$ cat src/hdl/power_mode_supervisor_fsm_core_macros.svh
// assertion macros for the power mode supervisor
// used by the core; no other dependencies
`ifndef POWER_MODE_SUPERVISOR_FSM_CORE_MACROS_SVH
`define POWER_MODE_SUPERVISOR_FSM_CORE_MACROS_SVH

`ifndef SYNTH
// clocked check, off while in reset
`define PMSF_ASSERT(lbl, clk, rst_n, prop) \
  lbl: assert property (@(posedge clk) disable iff (!rst_n) prop) \
    else $error("pmsf assertion failed");
// clocked check, also during reset
`define PMSF_ASSERT_ALWAYS(lbl, clk, prop) \
  lbl: assert property (@(posedge clk) prop) \
    else $error("pmsf assertion failed");
`else
`define PMSF_ASSERT(lbl, clk, rst_n, prop)
`define PMSF_ASSERT_ALWAYS(lbl, clk, prop)
`endif

`endif

$ cat src/hdl/pmsf_pkg.sv
// package for the power mode supervisor: item types, mode codes, register indexes
// no dependencies
package pmsf_pkg;

  localparam int unsigned FaultBits = 16;
  localparam int unsigned FaultW    = 16;
  localparam logic [FaultW-1:0] FaultFieldMask =
    (FaultBits >= FaultW) ? {FaultW{1'b1}} : FaultW'((17'(1) << FaultBits) - 17'(1));

  localparam int unsigned CfgIdxW  = 3;
  localparam int unsigned CfgDataW = 16;

  localparam logic [CfgIdxW-1:0] CfgP0Mask       = 3'd0;
  localparam logic [CfgIdxW-1:0] CfgCritMask     = 3'd1;
  localparam logic [CfgIdxW-1:0] CfgPollsNeeded  = 3'd2;
  localparam logic [CfgIdxW-1:0] CfgPcLimit      = 3'd3;
  localparam logic [CfgIdxW-1:0] CfgRailNominal  = 3'd4;
  localparam logic [CfgIdxW-1:0] CfgRailSafe     = 3'd5;
  localparam logic [CfgIdxW-1:0] CfgRailSurvival = 3'd6;

  localparam logic [1:0] ModeCodeStartup  = 2'd0;
  localparam logic [1:0] ModeCodeNominal  = 2'd1;
  localparam logic [1:0] ModeCodeSafe     = 2'd2;
  localparam logic [1:0] ModeCodeSurvival = 2'd3;

  localparam logic [2:0] LiveOk        = 3'd0;
  localparam logic [2:0] LiveBusStall  = 3'd1;
  localparam logic [2:0] LiveGpioStall = 3'd2;

  localparam logic [2:0] SevSurvival = 3'd0;
  localparam logic [2:0] SevSafe     = 3'd1;
  localparam logic [2:0] SevInfo     = 3'd4;
  localparam logic [2:0] SevNone     = 3'd0;

  localparam logic ReqPoll = 1'b0;
  localparam logic ReqBoot = 1'b1;

  typedef enum logic [3:0] {
    ModeStartup  = 4'b0001,
    ModeNominal  = 4'b0010,
    ModeSafe     = 4'b0100,
    ModeSurvival = 4'b1000
  } mode_e;

  typedef struct packed {
    logic              req_type;
    logic [FaultW-1:0] fault_bitmap;
    logic [2:0]        live_state;
    logic [7:0]        powercycle_count;
    logic [7:0]        boot_code;
  } pmsf_in_t;

  typedef struct packed {
    logic [1:0] mode;
    logic [7:0] rail_mask;
    logic       publish;
    logic       boot_valid;
    logic [7:0] boot_out;
    logic [7:0] cmd_seq;
    logic       mode_changed;
    logic [1:0] mode_before;
    logic [2:0] log_severity;
  } pmsf_out_t;

  function automatic logic [1:0] mode_code(input mode_e m);
    logic [1:0] c;
    case (m)
      ModeStartup:  c = ModeCodeStartup;
      ModeNominal:  c = ModeCodeNominal;
      ModeSafe:     c = ModeCodeSafe;
      ModeSurvival: c = ModeCodeSurvival;
      default:      c = ModeCodeStartup;
    endcase
    return c;
  endfunction

endpackage

$ cat src/hdl/power_mode_supervisor_fsm_core.sv
// power mode supervisor core: input register, mode fsm, result register
// depends on pmsf_pkg and power_mode_supervisor_fsm_core_macros.svh
`include "power_mode_supervisor_fsm_core_macros.svh"

// Takes one poll or boot item per clock cycle while the output is not stalled and returns exactly
// one result item for each; an item passes through the input register and then the result
// register before its result item is valid. An item is captured in the input register; while it
// is held there, a single pass of compare logic on the registered mode updates the mode, rail mask,
// clean-poll count and sequence number and loads the result register. The single-pass mode update sets
// the rate; output stall backs up through the two registers. Configuration writes take effect at the
// next clock edge.
module power_mode_supervisor_fsm_core import pmsf_pkg::*; (
  input  logic                clk_i,
  input  logic                rst_ni,
  input  logic                cfg_we_i,
  input  logic [CfgIdxW-1:0]  cfg_idx_i,
  input  logic [CfgDataW-1:0] cfg_wdata_i,
  input  logic                in_valid_i,
  output logic                in_stall_o,
  input  pmsf_in_t            in_item_i,
  output logic                out_valid_o,
  input  logic                out_stall_i,
  output pmsf_out_t           out_item_o
);

  logic [FaultW-1:0] p0_mask_q, crit_mask_q;
  logic [7:0]        polls_needed_q, pc_limit_q;
  logic [7:0]        rail_nom_q, rail_safe_q, rail_surv_q;

  logic      s1_valid_q, s1_valid_d;
  pmsf_in_t  s1_q;
  logic      out_valid_q, out_valid_d;
  pmsf_out_t out_q, out_d;

  mode_e      mode_q, mode_d;
  logic [7:0] rail_q, rail_d;
  logic [7:0] clean_q, clean_d;
  logic [7:0] seq_q, seq_d;

  logic              out_ready, advance, in_take;
  logic [FaultW-1:0] faults;
  logic              p0, crit, pub, bvalid;
  logic [7:0]        clean_inc;
  logic [2:0]        sev;

  // config registers
  always_ff @(posedge clk_i or negedge rst_ni) begin
    if (!rst_ni) begin
      p0_mask_q      <= '0;
      crit_mask_q    <= '0;
      polls_needed_q <= 8'd3;
      pc_limit_q     <= 8'd3;
      rail_nom_q     <= 8'd255;
      rail_safe_q    <= 8'd3;
      rail_surv_q    <= 8'd1;
    end else if (cfg_we_i) begin
      case (cfg_idx_i)
        CfgP0Mask:       p0_mask_q      <= cfg_wdata_i;
        CfgCritMask:     crit_mask_q    <= cfg_wdata_i;
        CfgPollsNeeded:  polls_needed_q <= cfg_wdata_i[7:0];
        CfgPcLimit:      pc_limit_q     <= cfg_wdata_i[7:0];
        CfgRailNominal:  rail_nom_q     <= cfg_wdata_i[7:0];
        CfgRailSafe:     rail_safe_q    <= cfg_wdata_i[7:0];
        CfgRailSurvival: rail_surv_q    <= cfg_wdata_i[7:0];
        default: ;
      endcase
    end
  end

  // handshake
  assign out_ready  = !out_valid_q || !out_stall_i;
  assign advance    = s1_valid_q && out_ready;
  assign in_stall_o = s1_valid_q && !out_ready;
  assign in_take    = in_valid_i && !in_stall_o;
  assign s1_valid_d = in_take || (s1_valid_q && !out_ready);
  assign out_valid_d = advance || (out_valid_q && out_stall_i);

  // mode logic
  assign faults    = s1_q.fault_bitmap & FaultFieldMask;
  assign p0        = |(faults & p0_mask_q);
  assign crit      = (|(faults & crit_mask_q)) || (s1_q.powercycle_count >= pc_limit_q);
  assign clean_inc = (clean_q == 8'd255) ? clean_q : clean_q + 8'd1;

  always_comb begin
    mode_d  = mode_q;
    rail_d  = rail_q;
    clean_d = clean_q;
    pub     = 1'b0;
    bvalid  = 1'b0;
    if (s1_q.req_type == ReqBoot) begin
      pub    = 1'b1;
      bvalid = 1'b1;
    end else begin
      case (mode_q)
        ModeStartup: begin
          if (!p0 && s1_q.live_state <= LiveBusStall) begin
            clean_d = clean_inc;
            if (clean_inc >= polls_needed_q) begin
              mode_d = ModeNominal;
              rail_d = rail_nom_q;
              pub    = 1'b1;
            end
          end else begin
            clean_d = '0;
          end
        end
        ModeNominal: begin
          if (crit) begin
            mode_d = ModeSurvival;
            rail_d = rail_surv_q;
            pub    = 1'b1;
          end else if (p0 || s1_q.live_state >= LiveGpioStall) begin
            mode_d = ModeSafe;
            rail_d = rail_safe_q;
            pub    = 1'b1;
          end
        end
        ModeSafe: begin
          if (crit) begin
            mode_d = ModeSurvival;
            rail_d = rail_surv_q;
            pub    = 1'b1;
          end else if (!p0 && s1_q.live_state == LiveOk) begin
            mode_d = ModeNominal;
            rail_d = rail_nom_q;
            pub    = 1'b1;
          end
        end
        default: begin
          rail_d = rail_surv_q;
        end
      endcase
    end
    seq_d = pub ? seq_q + 8'd1 : seq_q;

    if (mode_d == mode_q) begin
      sev = SevNone;
    end else if (mode_d == ModeSurvival) begin
      sev = SevSurvival;
    end else if (mode_d == ModeSafe) begin
      sev = SevSafe;
    end else begin
      sev = SevInfo;
    end

    out_d.mode         = mode_code(mode_d);
    out_d.rail_mask    = rail_d;
    out_d.publish      = pub;
    out_d.boot_valid   = bvalid;
    out_d.boot_out     = bvalid ? s1_q.boot_code : 8'd0;
    out_d.cmd_seq      = seq_d;
    out_d.mode_changed = (mode_d != mode_q);
    out_d.mode_before  = mode_code(mode_q);
    out_d.log_severity = sev;
  end

  // control and state
  always_ff @(posedge clk_i or negedge rst_ni) begin
    if (!rst_ni) begin
      s1_valid_q  <= 1'b0;
      out_valid_q <= 1'b0;
      mode_q      <= ModeStartup;
      rail_q      <= 8'd1;
      clean_q     <= '0;
      seq_q       <= '0;
    end else begin
      s1_valid_q  <= s1_valid_d;
      out_valid_q <= out_valid_d;
      if (advance) begin
        mode_q  <= mode_d;
        rail_q  <= rail_d;
        clean_q <= clean_d;
        seq_q   <= seq_d;
      end
    end
  end

  // payload
  always_ff @(posedge clk_i) begin
    if (in_take) begin
      s1_q <= in_item_i;
    end
    if (advance) begin
      out_q <= out_d;
    end
  end

  assign out_valid_o = out_valid_q;
  assign out_item_o  = out_q;

  `PMSF_ASSERT(a_survival_sticks, clk_i, rst_ni, mode_q == ModeSurvival |=> mode_q == ModeSurvival)
  `PMSF_ASSERT(a_state_holds_idle, clk_i, rst_ni, !advance |=> $stable(mode_q) && $stable(seq_q))
  `PMSF_ASSERT(a_seq_steps, clk_i, rst_ni, advance && pub |=> seq_q == $past(seq_q) + 8'd1)
  `PMSF_ASSERT(a_seq_matches_out, clk_i, rst_ni, advance |=> out_q.cmd_seq == seq_q)
  `PMSF_ASSERT_ALWAYS(a_stall_needs_item, clk_i, in_stall_o |-> s1_valid_q)

endmodule

$ cat config.mk
export PLATFORM = sky130hd
export DESIGN_NAME = power_mode_supervisor_fsm_core
export DESIGN_NICKNAME = d
export VERILOG_FILES = /design/src/hdl/pmsf_pkg.sv /design/src/hdl/power_mode_supervisor_fsm_core.sv
export VERILOG_INCLUDE_DIRS = /design/src /design/src/hdl
export SDC_FILE = /design/constraint.sdc
export NUM_CORES = 1
export LEC_CHECK = 0
export ABC_AREA = 1
export BUFFER_PORTS_ARGS = -buffer_cell sky130_fd_sc_hd__buf_4
export CAP_MARGIN = 10
export CORE_MARGIN = 10
export CORE_UTILIZATION = 60
export DETAILED_ROUTE_END_ITERATION = 16
export HOLD_SLACK_MARGIN = 0.15
export PLACE_DENSITY = 0.87
export SYNTH_ARGS = -nofsm -noshare
export SYNTH_HDL_FRONTEND = slang
export SYNTH_SLANG_ARGS = --single-unit
export TNS_END_PERCENT = 5
$ cat constraint.sdc
create_clock -name clk_i -period 4.3 [get_ports clk_i]
set_input_delay 0.86 -clock clk_i [delete_from_list [all_inputs] [get_ports clk_i]]
set_output_delay 0.86 -clock clk_i [all_outputs]
set_load 0.05 [all_outputs]
; ---- Word-level counts from Yosys, hierarchy flattened
; Cells that the tools add are included.
[word_totals]
out_inout_bits = 36
input_bits = 60
wordCells = 112
ff_bits = 172
[classes]
mux = 31
n_reduce_logical = 29
eq_ne = 16
bitwise_logic = 3
addsub = 2
n_lt_le_gt_ge = 4
[op_table]
columns = op, count
row1 = 2-to-1 mux 8 bit, 10
row2 = bitwise AND 16 bit, 2
row3 = OR reduction 16 bit, 2
row4 = 2-to-1 mux 4 bit, 7
row5 = case mux 8 bit (3 select lines), 1
row6 = "adder 8 x 1 -> 8 bit, second input constant", 2
row7 = greater-or-equal comparator 8 bit, 2
row8 = AND reduction 2 bit, 7
row9 = case mux 2 bit (3 select lines), 2
row10 = case mux 4 bit (3 select lines), 1
row11 = "== test 3 bit, second input constant", 3
row12 = "== test 4 x 2 -> 1 bit, second input constant", 2
row13 = "== test 4 x 3 -> 1 bit, second input constant", 2
row14 = "== test 4 bit, second input constant", 2
row15 = "== test 8 bit, second input constant", 1
row16 = 2-to-1 mux 1 bit, 8
row17 = "== test 3 x 2 -> 1 bit, second input constant", 2
row18 = logical AND 1 bit, 6
row19 = zero test 3 bit, 2
row20 = zero test 1 bit, 5
row21 = logical OR 1 bit, 5
row22 = "== test 4 x 1 -> 1 bit, second input constant", 1
row23 = == test 4 bit, 1
row24 = inequality test 4 bit, 1
row25 = other kinds (8), 8

; ---- Logic depth before layout (Yosys ltp)
; Gate-level depths: netlist (run 1).
[logic_depth]
ltp_word = 10
depth_mapped = 23
mapped_depth_nobuf = 23

; ---- Worst setup path before layout (run 1)
; Ideal clock, no wire load.
[synth_path]
path_kind = register -> register
from = register clean_q[0]
to = register out_q, in the netlist out_item_o[6] (data pin)
setup_ps = 255
setup_slack_ps = 1497
arrival_time_ps = 2549
n_path_buf = 1
path_stages_with_launch = 19
period_less_slack_ps = 2803
cell_sequence = dfrtp_1 ha_1 nand4_1 nor2_1 nand2_1 inv_1 nor3_1 nand2_1 xor2_1 ha_1 nand2_1 nor2_1 nand4_1 nand3_1 nand3_2 nand3_4 buf_6 nand2_1 and2_1
[synth_lines]
columns = element, line_no
row1 = "start, declared", power_mode_supervisor_fsm_core.sv:37  ; logic [7:0] clean_q, clean_d;
row2 = "start signal, assigned", power_mode_supervisor_fsm_core.sv:172  ; clean_q <= clean_d;
row3 = "end signal, assigned", power_mode_supervisor_fsm_core.sv:184  ; out_q <= out_d;
row4 = "end, declared", power_mode_supervisor_fsm_core.sv:33  ; pmsf_out_t out_q, out_d;

==> results of run 1 <==
[synthesized netlist by cell type (2+ instances only)]
| master | number |
|---|---|
| a21o_1 | 2 |
| a21oi_1 | 6 |
| and2_1 | 2 |
| buf_2 | 2 |
| clkbuf_1 | 16 |
| dfrtp_1 | 85 |
| dfstp_2 | 17 |
| edfxtp_1 | 69 |
| ha_1 | 18 |
| inv_1 | 89 |
| inv_2 | 2 |
| nand2_1 | 308 |
| nand2_2 | 4 |
| nand3_1 | 27 |
| nand4_1 | 10 |
| nor2_1 | 26 |
| nor2_2 | 3 |
| nor3_1 | 4 |
| nor3_2 | 2 |
| nor3_4 | 2 |
| nor4_1 | 2 |
| o21ai_0 | 91 |
| o21ai_2 | 6 |
| o22ai_1 | 3 |
| or2_2 | 2 |
| xor2_1 | 10 |
[path summary, 6_finish.rpt]
check / startpoint / end / slack (ns) / depth (start not counted)
max in group asynchronous: rst_ni / pc_limit_q[0] / 2.73 / 2
min reg2reg: crit_mask_q[2] / crit_mask_q[2] / 0.49 / 2
max reg2reg: clean_q[2] / out_item_o[32] / 1.04 / 17
max: clean_q[2] / out_item_o[32] / 1.04 / 17
min: crit_mask_q[2] / crit_mask_q[2] / 0.49 / 2
min in group asynchronous: rst_ni / seq_q[4] / 0.61 / 1
[worst min-delay path, stage by stage, from the launching register on]
cell,delay [ns]
dfrtp_1,0.34
nand2_1,0.05
o21ai_0,0.06
[per-layer routing]
metal	share of wire, %	vias to the layer above
li1	-	2825
met1	43	2680
met2	50	186
met3	5.7	24
met4	1.8	0
met5	0	-
[layout make-up]
cell class / instances / area [um2] / area share (%)
Clock buffer: 20 / 468 / 5.12
Clock inverter: 12 / 159 / 1.74
Inverter: 93 / 352 / 3.85
Multi-Input combinational cell: 535 / 2560 / 28.0
Sequential cell: 171 / 4650 / 50.9
Tap cell: 172 / 215 / 2.36
Timing Repair Buffer: 98 / 736 / 8.05
[registers in the layout (all words and copies together) (netlist names)]
name	flops
rail_nom_q	8
faults	16
polls_needed_q	8
out_valid_o	1
s1_q	20
seq_q	8
mode_q	4
p0_mask_q	16
pc_limit_q	8
s1_valid_q	1
clean_q	8
rail_safe_q	8
crit_mask_q	16
rail_q	8
rail_surv_q	8
out_item_o	33
[logic make-up (layout without fill, tap and decap cells)]
kind of cell	Yosys count	count (layout)	synth area share [%]
AND/OR/NAND/NOR	395	395	21.5
flip-flops	171	171	60.8
buffers and inverters	113	223	5.76
AO/OA/AOI/OAI	111	111	7.84
adder cells (fa/ha/maj)	18	18	2.95
XOR/XNOR	10	10	1.15
other	1	1	0.0490
[power groups by stage]
stage,sequential [mW],clock (mW),combinational (mW)
global placement,2.12,0,0.711
floorplan,2.23,0,0.389
detailed placement,2.13,0,0.745
global route,2.13,1.69,0.847
finish,2.11,1.60,0.748
CTS,2.10,1.60,0.753
[cells in the final DEF (no fill, tap or decap), types with 4 or more instances in the layout]
master	Yosys	final
nand4_1	10	10
edfxtp_1	69	69
clkbuf_16	0	18
nand2_1	308	308
a21oi_1	6	6
o21ai_0	91	91
dfrtp_1	85	85
xor2_1	10	10
nand2_2	4	4
dfstp_2	17	17
nand3_1	27	27
nor2_1	26	26
inv_1	89	88
o21ai_2	6	6
buf_4	1	98
nor3_1	4	4
ha_1	18	18
[stage by stage]
| step | setup slack (ns) | power (mW) | std cells | hold WS, ns | utilization (%) |
|---|---|---|---|---|---|
| detailed placement | 1.10 | 2.87 | 1069 | 0.474 | 67.7 |
| global route | 0.720 | 4.67 | 1101 | 0.506 | 72.7 |
| finish | 1.04 | 4.45 | 1101 | 0.488 | 72.7 |
| global placement | 1.24 | 2.83 | 1069 | 0.464 | 67.7 |
| CTS | 1.08 | 4.46 | 1101 | 0.489 | 72.7 |
| floorplan | 1.50 | 2.62 | 819 | 0.453 | - |
==> impl_metrics.py, run 1 <==
metrics = {
    "sta": {
        "slew_headroom_pct": 29.3,
        "rsz0062_at_grt": "no",
        "layout_min_cycle_time_ns": 3.26,
        "finalSetupViolCount": 0,
        "setup_tns_ns": 0,
        "fmax_ghz": 0.306,
        "period_share_pct": 75.9,
        "worst_slew_pin_slew_ns": 1.06,
        "fin_worst_skew_ns": 0.00899,
        "slew_violations": 0,
        "hold_violations": 0,
    },
    "clocking": {
        "post_cts_buffers": 0,
        "hold_buffers": 0,
        "cts_buffers": 17,
        "ctsResizeCount": 0,
        "clk_path_buf_depth": 2,
        "cts_tree": "yes",
        "path_clk_slew_ns": 0.06,
        "htree_levels": 4,
        "cts.sink_count": 171,
        "clk_latency_ns": 0.42,
        "cts_root_buffer": "clkbuf_16",
    },
    "pwr": {
        "p_sw_mw": 1.25,
        "power.density_mw_per_mm2": 487,
        "p_int_mw": 3.20,
        "p_seq_share_pct": 47.3,
        "combPwrFrac_pct": 16.8,
        "clkPwrFrac_pct": 35.9,
        "vdd_ir_drop_max_mv": 0.283,
        "leakage_nw": 4.42,
        "sw_frac_of_total_pct": 28.1,
    },
    "setup_path": {
        "max_stage_delay_ns": 0.42,
        "critPathSlowestCell": "nor3_1",
        "path_cells": "inv_1, nor3_1, nand3_1, nor4_1, nor2_1, ha_1, nand2_1, inv_1, nor2_1, o21a_1, nand3_1, nand2_1, nand2_1, o21ai_0, nor2_1, nand3_1, nand2_1",
        "crit_type": "flip-flop to flip-flop",
        "cp-end-kind": "flip-flop",
        "crit_top_cell": "nand2_1",
        "crit_required_ns": 4.47,
        "critPathBufInv": 2,
        "crit_family": "simple AND/OR/NAND/NOR gates",
        "cp_max_fo": 4,
        "cp-start-kind": "flip-flop",
        "arrival_ns": 3.44,
    },
    "synthesis": {
        "yosysSeqAreaShare_pct": 60.8,
        "synth_seq_cells": 171,
        "synth-async-reset-ratio_pct": 59.6,
        "netlist_instances": 819,
        "synth_top_area_share_pct": 27.8,
        "ys.flop_type": "dfrtp_1",
        "synth_top_area_cell": "dfrtp_1",
        "syn_area_per_cell_um2": 9.34,
        "netlist_area_mm2": 0.00765,
        "syn-num-nets": 897,
        "yosysWarnings": 0,
        "synthTopCellsByArea": "dfrtp_1 (28%), edfxtp_1 (27%), nand2_1 (15%)",
        "synth_edf_count": 69,
        "yosys.cell_types.count": 37,
    },
    "finish": {
        "diodes": 0,
        "layout-drive-gt1-share_pct": 18.6,
        "nNetsFinal": 994,
        "area_growth_pct": 19.5,
        "nFillCells": 889,
        "design_area_mm2": 0.00914,
    },
    "die": {
        "core_mm2": 0.0126,
        "die_width_um": 133,
        "dieArea_mm2": 0.0177,
        "start_util_pct": 60.8,
        "die_h_um": 133,
        "ios": 96,
        "rows": 41,
    },
    "global_routing": {
        "gr-usage-met3_pct": 5.22,
        "antenna_found_initial": 0,
        "grt_pass1_vias": 5657,
        "grt_max_degree": 86,
        "grt_pass1_wl_um": 27500,
        "top_usage_layer": "met2",
        "use_met1_pct": 23.8,
        "grt_use_met2_pct": 31.2,
        "overflow": 0,
        "gr-usage-all-layers_pct": 18.9,
    },
    "route": {
        "viasPerCell": 5.19,
        "drc": 0,
        "antenna_left": 0,
        "first_pass_iters": 5,
        "wl_um": 16200,
        "drt_iter0_drc": 590,
        "routed-via-count": 5715,
        "wl_per_cell_um": 14.7,
    },
    "placed_design": {
        "portBuffers": 94,
        "place_congestion": 0.940,
        "hpwl_um": 11300,
        "dpl_cell_area_mm2": 0.00851,
    },
    "status": {
        "status": "finished clean",
    },
    "run": {
        "max-cap-violations": 0,
    },
    "min_path": {
        "min_path_type": "flip-flop to flip-flop",
    },
}
Note: power is estimated with default switching activity, not from simulation.
==> run 2, diff against run 1 <==
Settings changed: CORE_UTILIZATION 60 to 52, PLACE_DENSITY 0.87 to 0.81.
Clock period 4.3 ns to 2.94 ns, I/O delays scaled along.
==> impl_metrics.py, run 2 (synthesized netlist as in run 1, its figures left out) <==
metrics = {
    "pwr": {
        "vdd_ir_drop_max_mv": 0.628,
        "leakage_nw": 4.52,
        "total_power_mw": 6.34,
        "power.density_mw_per_mm2": 676,
    },
    "setup_path": {
        "cp-end-kind": "flip-flop",
        "critPathSlowestCell": "dfrtp_1",
        "max_stage_delay_ns": 0.37,
        "crit_required_ns": 3.12,
        "arrival_ns": 3.22,
        "cp_max_fo": 6,
        "crit_type": "flip-flop to flip-flop",
        "reg2reg_slack_ns": -0.09,
        "cp-start-kind": "flip-flop",
        "crit_top_cell": "nand2_1",
        "path_cells": "nand2_1, inv_2, nand4_1, nor2_4, nand2_4, buf_4, xor2_1, ha_1, nor2_1, o21ai_0, nand2_1, nand2_1, nand3_2, nand2_1, nand2_2, o21ai_2, buf_6, nor2_2, nand3_1, nand2_1",
    },
    "route": {
        "antenna_left": 0,
        "routed-via-count": 5813,
        "viasPerCell": 5.14,
        "first_pass_iters": 5,
        "wl_per_cell_um": 15.1,
        "wl_um": 17100,
        "drt_iter0_drc": 421,
        "drc": 0,
    },
    "finish": {
        "utilization_pct": 64.7,
        "fin_cells": 1130,
        "nFillCells": 1149,
        "nNetsFinal": 1011,
        "area_growth_pct": 22.6,
        "regArea_mm2": 0.00465,
        "diodes": 0,
        "multi_input_area_mm2": 0.00269,
        "final_common_cell": "nand2_1",
        "largest_reg_flops": 33,
        "final_cell_mix": "nand2_1 (295), buf_4 (109), o21ai_0 (88)",
        "layout-drive-gt1-share_pct": 23.2,
    },
    "global_routing": {
        "grt_max_degree": 64,
        "overflow": 0,
        "grt_pass1_vias": 5857,
        "gr-usage-all-layers_pct": 17.0,
        "antenna_found_initial": 0,
        "grt_pass1_wl_um": 27700,
    },
    "status": {
        "status": "finished, violations left",
        "violations": "setup timing",
    },
    "clocking": {
        "clk_latency_ns": 0.43,
        "hold_buffers": 0,
        "cts_root_buffer": "clkbuf_16",
        "cts_buffers": 17,
        "cts.sink_count": 171,
        "path_clk_slew_ns": 0.07,
        "cts_tree": "yes",
        "htree_levels": 4,
        "clk_path_buf_depth": 2,
    },
    "die": {
        "rows": 44,
        "ios": 96,
        "core_mm2": 0.0145,
        "dieArea_mm2": 0.0200,
        "die_width_um": 141,
        "die_h_um": 141,
        "start_util_pct": 52.8,
    },
    "sta": {
        "fin_worst_skew_ns": 0.0114,
        "rsz0062_at_grt": "yes",
        "layout_min_cycle_time_ns": 3.03,
        "worst_slew_pin_slew_ns": 0.918,
        "slew_headroom_pct": 38.7,
        "setup_tns_ns": -0.185,
        "period_share_pct": 103,
        "hold_violations": 0,
        "slew_violations": 0,
        "whs_ns": 0.159,
        "fmax_ghz": 0.330,
        "setup_ws_ns": -0.0932,
        "finalSetupViolCount": 3,
    },
    "min_path": {
        "min_path_type": "primary input to asynchronous set/reset pin",
    },
    "placed_design": {
        "portBuffers": 94,
        "place_congestion": 0.895,
        "hpwl_um": 11700,
        "placed_cells": 1093,
    },
    "run": {
        "max-cap-violations": 0,
    },
}
==> run 2: changes by cell type in the layout (fill, tap and decap cells not counted), sizes merged <==
cell	delta
buf	+17
inv	+4
bufinv	-3
clkinvlp	-3
clkinv	+2
==> run 2: power by group <==
part	leakage (nW)	total (mW)	switching (mW)	internal, mW
sequential	1.89	3.08	0.194	2.88
clock	0.279	2.12	0.967	1.15
combinational	2.35	1.14	0.735	0.409
==> run 2: path summary, 6_finish.rpt <==
path                                     start              to  depth (start not counted)
worst max register to register      clean_q[3]  out_item_o[32]                         20
min in group clk_i               in_item_i[21]       faults[2]                          1
worst min register to register  rail_surv_q[5]  rail_surv_q[5]                          2
worst min-delay path                    rst_ni        seq_q[4]                          1
max in group asynchronous               rst_ni   rail_nom_q[3]                          2
worst max-delay path                clean_q[3]  out_item_o[32]                         20
==> run 2: what timing repair did <==
action,CTS,global route
setup buffers,0,5
gates resized for setup,3,39
pin swaps,0,16
setup endpoints to repair,14,39
==> run 2: metrics by stage <==
stage | instance area, um2 | setup WS, ns
floorplan | 7650 | 0.137
global placement | 8640 | 0.0161
detailed placement | 8640 | -0.0609
CTS | 9200 | 0.00409
global route | 9370 | -0.238
finish | 9370 | -0.0932
==> run 2: per-layer routing <==
layer	share of wire, %	global-route usage, %	up-vias
met3	5.3	4.97	26
met5	0	0	-
met1	42	20.9	2775
li1	-	-	2867
met4	1.9	5.43	0
met2	50	28.2	145
==> run 2: area by class of cell <==
type	count	share of cell area, %
clock buffer	20	4.87
timing repair buffer	115	9.64
tap	184	2.46
sequential	171	49.6
multi-input combinational	535	28.7
clock inverter	12	1.07
inverter	93	3.75
==> run 2: critical path: cells and delay by family (launching register included) <==
kind | cells | cell delay [ns]
and+or+nand+nor | 13 | 1.24
DFF | 1 | 0.37
AOI/OAI and AO/OA | 2 | 0.37
buffers and inverters | 3 | 0.34
xor gates and xnor gates | 1 | 0.24
adders and majority gates | 1 | 0.21
==> run 3, diff against run 2 <==
Settings changed: CORE_UTILIZATION 52 to 54, CTS_BUF_LIST from default to sky130_fd_sc_hd__clkbuf_4 sky130_fd_sc_hd__clkbuf_8, PLACE_DENSITY 0.81 to 0.83.
==> impl_metrics.py, run 3 (synthesized netlist as in run 1, its figures left out) <==
metrics = {
    "die": {
        "die_h_um": 139,
        "rows": 43,
        "ios": 96,
        "core_mm2": 0.0139,
        "die_width_um": 139,
        "start_util_pct": 55.1,
        "dieArea_mm2": 0.0193,
    },
    "sta": {
        "fin_worst_skew_ns": 0.0158,
        "slew_headroom_pct": 40.9,
        "fmax_ghz": 0.349,
        "hold_violations": 0,
        "layout_min_cycle_time_ns": 2.87,
        "finalSetupViolCount": 0,
        "period_share_pct": 97.5,
        "worst_slew_pin_slew_ns": 0.885,
        "rsz0062_at_grt": "yes",
        "slew_violations": 0,
        "whs_ns": 0.282,
    },
    "clocking": {
        "cts_root_buffer": "clkbuf_8",
        "path_clk_slew_ns": 0.10,
        "clk_path_buf_depth": 2,
        "htree_levels": 4,
        "clk_latency_ns": 0.47,
        "cts_tree": "yes",
        "cts_buffers": 17,
        "cts.sink_count": 171,
    },
    "min_path": {
        "min_to": "s1_q[10]",
        "min_path_type": "primary input to flip-flop",
        "min_path_cells": 1,
        "hold_start": "in_item_i[10]",
    },
    "pwr": {
        "total_power_mw": 5.75,
        "power.density_mw_per_mm2": 625,
        "vdd_ir_drop_max_mv": 0.496,
        "leakage_nw": 4.45,
    },
    "route": {
        "routed-via-count": 5806,
        "antenna_left": 0,
        "drt_iter0_drc": 421,
        "wl_um": 16400,
        "viasPerCell": 5.14,
        "wl_per_cell_um": 14.5,
        "first_pass_iters": 5,
        "drc": 0,
    },
    "setup_path": {
        "max_stage_delay_ns": 0.39,
        "path_cells": "ha_2, nand4_1, nor2_2, buf_4, nor4_4, nor2_1, ha_1, nand2_1, inv_1, nor2_1, o21a_1, nand3_2, nand2_1, nand2_2, o21ai_1, buf_4, nor2_4, nand3_2, o21ai_1",
        "crit_family": "simple AND/OR/NAND/NOR gates",
        "critPathSlowestCell": "dfrtp_1",
        "ff2ff_path_depth": 19,
        "cp-end-kind": "flip-flop",
        "cp_max_fo": 4,
        "crit_type": "flip-flop to flip-flop",
        "reg2reg_slack_ns": 0.07,
        "arrival_ns": 3.10,
        "crit_required_ns": 3.17,
        "cp-start-kind": "flip-flop",
        "worstReg2RegEnd": "out_item_o[33]",
        "r2r-start": "clean_q[1]",
        "critPathBufInv": 3,
    },
    "global_routing": {
        "use_met1_pct": 20.9,
        "overflow": 0,
        "antenna_found_initial": 0,
        "top_usage_layer": "met2",
        "grt_pass1_wl_um": 27600,
        "grt_pass1_vias": 5750,
        "grt_use_met2_pct": 28.2,
        "grt_max_degree": 55,
        "gr-usage-all-layers_pct": 17.2,
        "gr-usage-met3_pct": 4.79,
    },
    "finish": {
        "largest_reg_flops": 33,
        "nFillCells": 1075,
        "final_cell_mix": "nand2_1 (303), buf_4 (112), o21ai_0 (86)",
        "nNetsFinal": 1014,
        "final_common_cell": "nand2_1",
        "area_growth_pct": 20.3,
        "layout-drive-gt1-share_pct": 22.9,
        "diodes": 0,
    },
    "status": {
        "status": "finished clean",
    },
    "placed_design": {
        "portBuffers": 94,
        "hpwl_um": 11400,
        "place_congestion": 0.950,
    },
    "run": {
        "max-cap-violations": 0,
    },
}
-- run 3: cell types whose count changed in the layout (fill, tap and decap cells not counted), sizes merged --
cell	before	now
inv	100	104
dlygate4sd3	0	1
clkbuf	20	18
buf	115	117
clkinv	5	3
-- run 3: how the worst max path moves through the flow --
stage / start / to / slack, ns / cells past startpoint
finish: clean_q[1] / out_item_o[33] / 0.07 / 19
CTS: clean_q[0] / out_item_o[33] / 0.02 / 18
floorplan: clean_q[0] / out_item_o[6] / 0.14 / 18
global placement: clean_q[3] / out_item_o[33] / 0.07 / 19
global route: clean_q[1] / out_item_o[33] / -0.10 / 19
detailed placement: clean_q[0] / out_item_o[33] / -0.04 / 18
-- run 3: metrics by stage --
| step | area [um2] | setup slack [ns] | setup TNS [ns] | std cells | util, % |
|---|---|---|---|---|---|
| global placement | 8620 | 0.0661 | 0 | 1085 | 62.1 |
| detailed placement | 8620 | -0.0424 | -0.0985 | 1085 | 62.1 |
| floorplan | 7650 | 0.137 | 0 | 819 | - |
| finish | 9200 | 0.0741 | 0 | 1129 | 66.3 |
| global route | 9200 | -0.100 | -0.576 | 1129 | 66.3 |
| CTS | 9030 | 0.0172 | 0 | 1119 | 65.1 |
-- run 3: final cells by class --
cell class | count | area, um2 | area share, %
sequential | 171 | 4650 | 50.5
multi-input combinational | 535 | 2680 | 29.1
timing repair buffer | 118 | 933 | 10.1
inverter | 93 | 352 | 3.82
clock buffer | 18 | 241 | 2.63
tap | 180 | 225 | 2.45
clock inverter | 14 | 121 | 1.32
-- run 3: what timing repair did --
item,4_1_cts,5_1_grt
pin swaps,1,13
hold endpoints to repair,44,0
hold buffers,1,0
gates resized for setup,7,30
setup endpoints to repair,23,39
setup buffers,1,10
-- run 3: worst register-to-register path, stage by stage (launching register included) --
cell	delay, ns
dfrtp_1	0.39
ha_2	0.19
nand4_1	0.12
nor2_2	0.06
buf_4	0.15
nor4_4	0.27
nor2_1	0.11
ha_1	0.30
nand2_1	0.07
inv_1	0.03
nor2_1	0.08
o21a_1	0.14
nand3_2	0.10
nand2_1	0.09
nand2_2	0.06
o21ai_1	0.14
buf_4	0.16
nor2_4	0.04
nand3_2	0.07
o21ai_1	0.06
-- run 3: routing by layer --
layer,vias to the layer above,wire [um]
met4,0,495
met3,33,732
met5,-,0
li1,2880,-
met1,2746,7090
met2,147,8060
-- run 3: report_power, final --
group | internal [mW] | leakage [nW] | switching, mW
combinational | 0.418 | 2.37 | 0.724
sequential | 2.88 | 1.89 | 0.187
clock | 0.628 | 0.192 | 0.910
